==> src/rtl/core/mkdel_pkg.sv <==
// ----------------------------------------------------------------------------
// mkdel_pkg
// Types and constants shared by the key debouncer and event mailbox.
// ----------------------------------------------------------------------------
`timescale 1ns / 1ps

package mkdel_pkg;

  localparam int NUM_KEYS         = 3;
  localparam int KEY_IDX_WIDTH    = 2;
  localparam int TICKS_WIDTH      = 16;
  localparam int CFG_INDEX_WIDTH  = 2;
  localparam logic [TICKS_WIDTH-1:0] DEFAULT_DEBOUNCE = 16'd15;

  // Configuration register indexes.
  localparam logic [CFG_INDEX_WIDTH-1:0] REG_ACTIVE_LOW_MASK = 2'd0;
  localparam logic [CFG_INDEX_WIDTH-1:0] REG_DEBOUNCE_TICKS  = 2'd1;

  localparam logic EVENT_PRESS   = 1'b0;
  localparam logic EVENT_RELEASE = 1'b1;

  typedef struct packed {
    logic [NUM_KEYS-1:0] pin_levels;
    logic                read_event;
    logic                flush_events;
  } mkdel_in_t;

  typedef struct packed {
    logic                     event_pending;
    logic [KEY_IDX_WIDTH-1:0] event_key;
    logic                     event_kind;
    logic                     read_taken;
  } mkdel_out_t;

  // Per-tick control shared by all lanes.
  typedef struct packed {
    logic step;
    logic first;
  } mkdel_lane_ctl_t;

  // What one lane found on this tick.
  typedef struct packed {
    logic fire;
    logic kind;
  } mkdel_lane_evt_t;

endpackage

==> src/rtl/core/mkdel_lane.sv <==
// ----------------------------------------------------------------------------
// mkdel_lane
// Debounce lane for one key: edge detect, restart countdown, pressed state.
// ----------------------------------------------------------------------------
`timescale 1ns / 1ps

module mkdel_lane #(
  parameter int COUNT_WIDTH = 16
) (
  input  logic                       clk,
  input  logic                       rst,
  input  mkdel_pkg::mkdel_lane_ctl_t ctl,
  input  logic                       pin,
  input  logic                       corrected,
  input  logic [COUNT_WIDTH-1:0]     load,
  output mkdel_pkg::mkdel_lane_evt_t evt
);
  import mkdel_pkg::*;

  logic                   previous_level;
  logic                   pressed;
  logic                   running;
  logic [COUNT_WIDTH-1:0] countdown;
  logic                   edge_seen;
  logic                   expire;

  assign edge_seen = pin ^ previous_level;
  // The countdown reaches zero on this tick when it holds one.
  assign expire    = !ctl.first && !edge_seen && running &&
                     (countdown == COUNT_WIDTH'(1));

  assign evt.fire = expire && (corrected != pressed);
  assign evt.kind = corrected ? EVENT_PRESS : EVENT_RELEASE;

  always_ff @(posedge clk) begin
    if (rst) begin
      previous_level <= 1'b0;
      pressed        <= 1'b0;
      running        <= 1'b0;
      countdown      <= '0;
    end else if (ctl.step) begin
      previous_level <= pin;
      if (ctl.first) begin
        pressed <= corrected;
      end else if (edge_seen) begin
        countdown <= load;
        running   <= 1'b1;
      end else if (running) begin
        countdown <= countdown - COUNT_WIDTH'(1);
        if (expire) begin
          running <= 1'b0;
          pressed <= corrected;
        end
      end
    end
  end

endmodule

==> src/rtl/core/mkdel_merge.sv <==
// ----------------------------------------------------------------------------
// mkdel_merge
// Combines lane events into the one-entry mailbox and registers the result.
// ----------------------------------------------------------------------------
`timescale 1ns / 1ps

module mkdel_merge (
  input  logic                       clk,
  input  logic                       rst,
  input  logic                       accept,
  input  logic                       read_event,
  input  logic                       flush_events,
  input  mkdel_pkg::mkdel_lane_evt_t lane_evt [mkdel_pkg::NUM_KEYS],
  output logic                       in_ready,
  output logic                       out_valid,
  input  logic                       out_ready,
  output mkdel_pkg::mkdel_out_t      out_data
);
  import mkdel_pkg::*;

  logic                     mailbox_full;
  logic [KEY_IDX_WIDTH-1:0] mailbox_key;
  logic                     mailbox_kind;
  logic                     any_fire;
  logic [KEY_IDX_WIDTH-1:0] sel_key;
  logic                     sel_kind;
  mkdel_out_t               result;

  // Later keys override earlier ones, so the highest-numbered firing key wins.
  always_comb begin
    any_fire = 1'b0;
    sel_key  = '0;
    sel_kind = 1'b0;
    for (int i = 0; i < NUM_KEYS; i++) begin
      if (lane_evt[i].fire) begin
        any_fire = 1'b1;
        sel_key  = KEY_IDX_WIDTH'(i);
        sel_kind = lane_evt[i].kind;
      end
    end
  end

  always_comb begin
    result.event_pending = mailbox_full;
    result.event_key     = mailbox_full ? mailbox_key : '0;
    result.event_kind    = mailbox_full ? mailbox_kind : 1'b0;
    result.read_taken    = read_event && mailbox_full;
  end

  assign in_ready = !out_valid || out_ready;

  always_ff @(posedge clk) begin
    if (rst) begin
      mailbox_full <= 1'b0;
      mailbox_key  <= '0;
      mailbox_kind <= 1'b0;
      out_valid    <= 1'b0;
    end else begin
      if (accept) begin
        out_data  <= result;
        out_valid <= 1'b1;
        // An event that expires on this tick survives a read or flush.
        if (any_fire) begin
          mailbox_full <= 1'b1;
          mailbox_key  <= sel_key;
          mailbox_kind <= sel_kind;
        end else if (read_event || flush_events) begin
          mailbox_full <= 1'b0;
        end
      end else if (out_ready) begin
        out_valid <= 1'b0;
      end
    end
  end

endmodule

==> src/rtl/core/multi_key_debounce_event_latch.sv <==
// ----------------------------------------------------------------------------
// multi_key_debounce_event_latch
// The result is registered in the cycle after the input transfer is accepted.
// Throughput: one item per cycle unless out_ready stalls; lanes step on accept.
// Reset: synchronous; clears mailbox, countdowns and output valid, restores
// default configuration, and arms the first-tick load of the pressed states.
// ----------------------------------------------------------------------------
`timescale 1ns / 1ps

module multi_key_debounce_event_latch #(
  parameter int COUNT_WIDTH = 16
) (
  input  logic                                  clk,
  input  logic                                  rst,
  input  logic                                  in_valid,
  output logic                                  in_ready,
  input  mkdel_pkg::mkdel_in_t                  in_data,
  output logic                                  out_valid,
  input  logic                                  out_ready,
  output mkdel_pkg::mkdel_out_t                 out_data,
  input  logic                                  cfg_valid,
  output logic                                  cfg_ready,
  input  logic [mkdel_pkg::CFG_INDEX_WIDTH-1:0] cfg_index,
  input  logic [mkdel_pkg::TICKS_WIDTH-1:0]     cfg_data
);
  import mkdel_pkg::*;

  logic [NUM_KEYS-1:0]    active_low_mask;
  logic [TICKS_WIDTH-1:0] debounce_ticks;
  logic                   first_tick_pending;
  logic                   accept;
  logic [NUM_KEYS-1:0]    corrected;
  logic [31:0]            ticks_ext;
  logic [COUNT_WIDTH-1:0] load_raw;
  logic [COUNT_WIDTH-1:0] load;
  mkdel_lane_ctl_t        ctl;
  mkdel_lane_evt_t        lane_evt [NUM_KEYS];

  assign cfg_ready = 1'b1;
  assign accept    = in_valid && in_ready;
  assign corrected = in_data.pin_levels ^ active_low_mask;

  // A zero debounce count after width masking behaves as one tick.
  assign ticks_ext = 32'(debounce_ticks);
  assign load_raw  = ticks_ext[COUNT_WIDTH-1:0];
  assign load      = (load_raw == '0) ? COUNT_WIDTH'(1) : load_raw;

  assign ctl.step  = accept;
  assign ctl.first = first_tick_pending;

  always_ff @(posedge clk) begin
    if (rst) begin
      active_low_mask    <= '0;
      debounce_ticks     <= DEFAULT_DEBOUNCE;
      first_tick_pending <= 1'b1;
    end else begin
      if (cfg_valid && cfg_ready) begin
        unique case (cfg_index)
          REG_ACTIVE_LOW_MASK: active_low_mask <= cfg_data[NUM_KEYS-1:0];
          REG_DEBOUNCE_TICKS:  debounce_ticks  <= cfg_data;
          default: ;
        endcase
      end
      if (accept) begin
        first_tick_pending <= 1'b0;
      end
    end
  end

  for (genvar k = 0; k < NUM_KEYS; k++) begin : g_lane
    mkdel_lane #(
      .COUNT_WIDTH(COUNT_WIDTH)
    ) u_lane (
      .clk       (clk),
      .rst       (rst),
      .ctl       (ctl),
      .pin       (in_data.pin_levels[k]),
      .corrected (corrected[k]),
      .load      (load),
      .evt       (lane_evt[k])
    );
  end

  mkdel_merge u_merge (
    .clk          (clk),
    .rst          (rst),
    .accept       (accept),
    .read_event   (in_data.read_event),
    .flush_events (in_data.flush_events),
    .lane_evt     (lane_evt),
    .in_ready     (in_ready),
    .out_valid    (out_valid),
    .out_ready    (out_ready),
    .out_data     (out_data)
  );

`ifndef SYNTH
  a_read_needs_event: assert property (@(posedge clk) disable iff (rst)
    out_valid && out_data.read_taken |-> out_data.event_pending)
    else $error("read taken without a held event");

  a_key_in_range: assert property (@(posedge clk) disable iff (rst)
    out_valid && out_data.event_pending |-> (out_data.event_key <= KEY_IDX_WIDTH'(NUM_KEYS - 1)))
    else $error("event key out of range");

  a_first_tick_once: assert property (@(posedge clk) disable iff (rst)
    accept |=> !first_tick_pending)
    else $error("first tick still pending after a transfer");

  a_stall_blocks_input: assert property (@(posedge clk) disable iff (rst)
    out_valid && !out_ready |-> !in_ready)
    else $error("input taken while the result register is stalled");

  a_accept_gives_result: assert property (@(posedge clk) disable iff (rst)
    accept |=> out_valid)
    else $error("transfer produced no result");
`endif

endmodule

==> config.mk <==
export PLATFORM = sky130hd
export DESIGN_NAME = multi_key_debounce_event_latch
export DESIGN_NICKNAME = d
export VERILOG_FILES = /design/src/rtl/core/mkdel_pkg.sv /design/src/rtl/core/mkdel_lane.sv /design/src/rtl/core/mkdel_merge.sv /design/src/rtl/core/multi_key_debounce_event_latch.sv
export SDC_FILE = /design/constraint.sdc
export NUM_CORES = 1
export LEC_CHECK = 0
export ABC_AREA = 1
export ABC_CLOCK_PERIOD_IN_PS = 1740
export BUFFER_PORTS_ARGS = -buffer_cell sky130_fd_sc_hd__buf_2
export CORE_MARGIN = 5
export CORE_UTILIZATION = 61
export CTS_CLUSTER_SIZE = 16
export DETAILED_ROUTE_END_ITERATION = 7
export PLACE_DENSITY = 0.78
export SYNTH_ARGS = -nofsm -noshare
export SYNTH_HDL_FRONTEND = slang
export SYNTH_SLANG_ARGS = --single-unit
==> constraint.sdc <==
create_clock -name clk -period 1.74 [get_ports clk]
set_clock_uncertainty 0.15 [all_clocks]
set_input_delay 0.261 -clock clk [delete_from_list [all_inputs] [get_ports clk]]
set_output_delay 0.261 -clock clk [all_outputs]
set_load 0.005 [all_outputs]
# Word level (Yosys, flattened, before mapping)
# Index checks and enable logic that the tools add are counted.
word_totals:
  reg_bits: 87
  rom_bits: 0
  wordCells: 131
  inputBits: 28
  n_memories: 0
  ram_bits: 0
  latchBits: 0
op_classes:
  bitwise_logic: 6
  add_sub_neg: 3
  div: 0
  eq_ne: 10
  shifts: 0
  n_reduce_logical: 46
  order_cmp: 0
  mux: 43
  mul: 0
ops:
  columns: ["operator", "count"]
  rows:
  - ["2-to-1 mux 16 bit", 7]
  - ["equality test 16 x 1 -> 1 bit, second input constant", 3]
  - ["subtractor 16 x 1 -> 16 bit, second input constant", 3]
  - ["2-to-1 mux 1 bit", 35]
  - ["nonzero test 2 bit", 11]
  - ["logical NOT 16 bit", 1]
  - ["logical AND 1 bit", 14]
  - ["AND reduction 2 bit", 6]
  - ["AND reduction 4 bit", 3]
  - ["AND reduction 3 bit", 3]
  - ["!= test 2 bit, second input constant", 3]
  - ["logical NOT 1 bit", 5]
  - ["!= test 1 bit", 3]
  - ["XOR 1 bit", 3]
  - ["XOR 3 bit", 1]
  - ["equality test 2 x 1 -> 1 bit, second input constant", 1]
  - ["logical NOT 2 bit", 1]
  - ["logical OR 1 bit", 2]
  - ["2-to-1 mux 2 bit", 1]
  - ["inverter 1 bit", 2]

# Logic depth before layout (Yosys ltp)
logic_depth:
  ltp_word: 11
  depth_mapped: 12
  mapped_depth_nobuf: 12

# Modules after synthesis
# From an unflattened synthesis, not the netlist that was laid out.
unflattened:
  hier_cells: 864
  hier_area_um2: 5312.6
by_module_without_submodules:
  columns: ["mod", "area_each_um2", "cells_each", "seq_area_each_um2", "n_inst"]
  rows:
  - ["mkdel_lane", 1325.0, 227, 380.4, 3]
  - ["multi_key_debounce_event_latch", 923.4, 132, 400.4, 1]
  - ["mkdel_merge", 414.1, 51, 250.2, 1]

# Least setup slack after synthesis
# No wires, ideal clock.
synth_path:
  path_type: "register to register"
  start: "reg g_lane[1].u_lane.countdown[0]"
  end: "reg g_lane[1].u_lane.countdown[14]"
  t_required_ns: 1.458
  path_slack_ns: 0.163
  setup_ns: 0.132
  arrival_time_ns: 1.295
  stages_incl_launch_ff: 10
  path_cell_list: "dfxtp_1 > inv_1 > ha_1 > nand4_1 > nor2_1 > nand3_1 > nand2_1 > nand2_1 > o21ai_0 > a21oi_1"
synth_via:
  elab_chain_cells: 3
synth_rtl:
  columns: ["element", "line_no", "rtl"]
  rows:
  - ["start, declared", "mkdel_lane.sv:23", "logic [COUNT_WIDTH-1:0] countdown;"]
  - ["start signal, assigned", "mkdel_lane.sv:46", "countdown <= load;"]
  - ["start signal, assigned", "mkdel_lane.sv:49", "countdown <= countdown - COUNT_WIDTH'(1);"]
  - ["subtractor 16 x 1 -> 16 bit", "mkdel_lane.sv:49", null]
  - ["2-to-1 mux 16 bit", "mkdel_lane.sv:48", "end else if (running) begin"]
  - ["2-to-1 mux 16 bit", "mkdel_lane.sv:45", "end else if (edge_seen) begin"]
# Every way passes these cells. The select of a mux whose other input is x is not followed.
# A chain may end at the register's enable or synchronous reset.

# Worst setup path in the final report
layout_path:
  start: "reg g_lane[2].u_lane.countdown[1]"
  end: "reg u_merge.mailbox_kind"
layout_via:
  elab_chain_cells: 5
  word_cells_on_any_way: 6
  classes_between: "1 x eq/ne; 2 x mux; 3 x reduce/logical"
layout_rtl:
  columns: ["element", "line_no", "rtl"]
  rows:
  - ["start, declared", "mkdel_lane.sv:23", null]
  - ["start signal, assigned", "mkdel_lane.sv:46", null]
  - ["start signal, assigned", "mkdel_lane.sv:49", null]
  - ["equality test 16 x 1 -> 1 bit *", "mkdel_lane.sv:30", "(countdown == COUNT_WIDTH'(1));"]
  - ["logical AND 1 bit *", "mkdel_lane.sv:29", "assign expire = !ctl.first && !edge_seen && running &&"]
  - ["logical AND 1 bit *", "mkdel_lane.sv:32", "assign evt.fire = expire && (corrected != pressed);"]
  - ["2-to-1 mux 1 bit", "mkdel_merge.sv:35", "if (lane_evt[i].fire) begin"]
  - ["AND reduction 2 bit (no line)", null, null]
  - ["end signal, assigned", "mkdel_merge.sv:66", "mailbox_kind <= sel_kind;"]
  - ["end, declared", "mkdel_merge.sv:23", "logic mailbox_kind;"]
# Mark *: on every way between the ends. The rest lies on a longest branch, timed or not.

==> flow_summary.yaml <==
synthesis:
  synth_ff_type: "dfxtp_1"
  synth_nets: 769
  ys_ff_latch: 87
  synthTopCellsByArea: "dfxtp_1, nand2_1, a21oi_1, nor2_1, o21ai_0"
  yosys.area.top_type_share_pct: 32.9
  syn_area_per_cell_um2: 6.79
  synth-seq-area-share_pct: 35.9
  postSynthCellCount: 735
  synthesis.area_um2: 4990
  synth-warning-count: 0
  synth.largest_area_cell: "dfxtp_1"
  synth_edf_count: 5
  synth_cell_types: 44
  synthArstFlopShare_pct: 0
grt:
  grt_start_max_net_pins: 32
  grt_pass1_vias: 5122
  grt_overflow: 0
  antenna_found_initial: 0
  grt_pass1_wl_mm: 25.0
  grt_util_all_layers_pct: 31.6
worst_setup_path:
  arrival_ps: 1930
  crit_path_start_kind: "register"
  rr_endpoint: "u_merge.mailbox_kind$_SDFFE_PP0P_"
  crit_type: "reg2reg"
  rr_worst_depth: 12
  cp_slowest_cell: "dfxtp_2"
  r2r_setup_slack_ps: -30
  max_stage_delay_ps: 350
  cp_max_fo: 5
  crit_end: "u_merge.mailbox_kind$_SDFFE_PP0P_"
  crit_required_ps: 1910
  reg2reg_from: "g_lane[2].u_lane.countdown[1]$_SDFFE_PP0P_"
  crit_start: "g_lane[2].u_lane.countdown[1]$_SDFFE_PP0P_"
  end_kind: "register"
  worstPathCellList: "inv_4, ha_4, inv_2, nor2_2, nand4_1, nor2_2, nand3_2, nand3_2, nand2_4, nand2_2, nand2_1, nor2_1"
cts:
  cts_sinks: 87
  cts_inserted_buffers: 9
  clk_latency_ps: 370
  ctsRootBufferMaster: "clkbuf_8"
  cts_tree: "yes"
  htree_levels: 3
  path_clk_slew_ps: 100
  cts.path.max_buffers: 2
floorplanning:
  die_h_um: 100
  rows: 33
  dieArea_um2: 10100
  core-area_um2: 8090
  die_w_um: 100
  pin_count: 36
  start_util_pct: 61.7
detailed_routing:
  wl_per_cell_um: 17.2
  antenna_left: 0
  viasPerCell: 5.88
  dr.pass1.iters: 5
  vias: 5431
  drt-total-wl_mm: 15.9
  drt_drc_violations_left: 0
  drt-initial-drc-count: 418
final_layout:
  layout_commonest_cell: "nand2_1"
  nNetsFinal: 847
  fillers: 674
  regArea_um2: 1800
  finish.utilization_pct: 74.1
  syn_to_final_growth_pct: 20.1
  multiInputGateArea_um2: 2900
  drive_gt1_share_pct: 22.5
  diodes: 0
  final_cell_mix: "nand2_1, a21oi_1, dfxtp_1"
status:
  violations: "negative setup slack"
  status: "finished with violations"
pwr:
  p_per_area_nw_per_um2: 812
  vdd_drop_max_uv: 429
  p_leak_nw: 2.74
worst_hold_path:
  min_path_type: "in2reg"
  worstHoldPathCells: 3
sta:
  slew_viol_final: 0
  setup_viol: 1
  setup_ws_ps: -27.1
  finalCritPeriodShare_pct: 102
  max_clock_freq_ghz: 0.566
  rsz0062_at_grt: "true"
  hold_viol_final: 0
  final.min_clock_period_ps: 1770
placement:
  port_buffers: 34
  dpl_worst_slack_ps: -58.9
  hpwl_mm: 11.4
  place_congestion: 0.944
flow_run:
  max_cap_viol_count: 0
[state kept, by name, summed over array words and instances, names as in the netlist]
name / cells
active_low_mask: 3
g_lane.u_lane.countdown: 48
g_lane.u_lane.running: 3
u_merge.mailbox_key: 2
u_merge.mailbox_kind: 1
u_merge.mailbox_full: 1
first_tick_pending: 1
debounce_ticks: 16
u_merge.out_valid: 1
u_merge.out_data: 5
g_lane.u_lane.previous_level: 3
g_lane.u_lane.pressed: 3
[cell usage after synthesis (5+ instances only)]
cell,count
buf_2,7
o211ai_1,11
o22ai_1,5
inv_2,6
xor2_1,6
nand4_1,12
o21ai_0,65
edfxtp_1,5
nand2_4,5
a21oi_1,90
nor4_1,8
nand3_1,44
ha_1,6
nor2_2,9
dfxtp_1,82
nand2_1,142
nor2_1,89
nor3_1,6
clkbuf_1,10
inv_1,78
[cell families after synthesis]
kind of cell             count (synthesis)  share of synthesized area, %
AND/OR/NAND/NOR                        333                          31.0
other                                    1                        0.0751
AO/OA/AOI/OAI                          189                          20.7
XOR/XNOR                                 9                          1.58
buffers and inverters                  110                          9.30
flip-flops                              87                          35.9
adder cells (fa/ha/maj)                  6                          1.50
[report_power, final]
part	internal, mW	total [mW]	switching, mW	leakage [nW]
logic	0.501	1.34	0.837	1.92
clock network	0.523	1.34	0.818	0.0935
registers	2.10	2.19	0.0888	0.718
[metrics by stage]
step                hold slack [ps]  area [um2]  power [mW]  setup TNS (ps)  std cells
global route                   15.5        6000        5.10            -718        923
detailed placement              317        5530        3.41            -105        896
global placement                301        5530        3.38           -45.2        896
finish                         10.7        6000        4.87           -27.1        923
floorplan                       224        4990        3.03               0        735
CTS                           0.351        5740        4.70               0        915
[worst min path at each step]
stage / startpoint / endpoint / slack [ps]
CTS: cfg_data[0] / debounce_ticks[0]$_SDFFE_PP1P_ / 0.4
global route: cfg_data[9] / debounce_ticks[9]$_SDFFE_PP0P_ / 20
detailed placement: g_lane[0].u_lane.pressed$_SDFFE_PP0P_ / g_lane[0].u_lane.pressed$_SDFFE_PP0P_ / 320
global placement: g_lane[1].u_lane.previous_level$_SDFFE_PP0P_ / g_lane[1].u_lane.previous_level$_SDFFE_PP0P_ / 300
floorplan: cfg_data[1] / debounce_ticks[1]$_SDFFE_PP1P_ / 220
finish: cfg_data[0] / debounce_ticks[0]$_SDFFE_PP1P_ / 10
[repair_timing]
action / 4_1_cts / 5_1_grt
endpoints found under the hold margin: 4 / 0
setup buffers: 0 / 7
hold buffers: 3 / 0
pin swaps: 0 / 16
resized for setup: 3 / 57
cloned: 0 / 1
endpoints found under the setup margin: 5 / 41
[critical path: cells and delay by family, from the launching register on]
family / cells / cell delay (ps)
buffers and inverters: 2 / 110
AND/OR/NAND/NOR: 9 / 960
adder cells (fa/ha/maj): 1 / 130
flip-flops: 1 / 350
[layer usage]
layer / track usage (%) / part of all wire, % / up-vias
met5: 0 / 0 / -
met2: 49.1 / 46 / 294
li1: - / - / 2595
met4: 16.8 / 4.0 / 0
met1: 41.4 / 41 / 2488
met3: 6.44 / 8.8 / 54
[final cells by class]
| class | count | area share [%] |
|---|---|---|
| Tap cell | 105 | 2.19 |
| Clock buffer | 9 | 2.07 |
| Multi-Input combinational cell | 539 | 48.4 |
| Timing Repair Buffer | 91 | 11.1 |
| Clock inverter | 7 | 0.772 |
| Inverter | 85 | 5.57 |
| Sequential cell | 87 | 29.9 |
(Power assumes the default switching activity.)
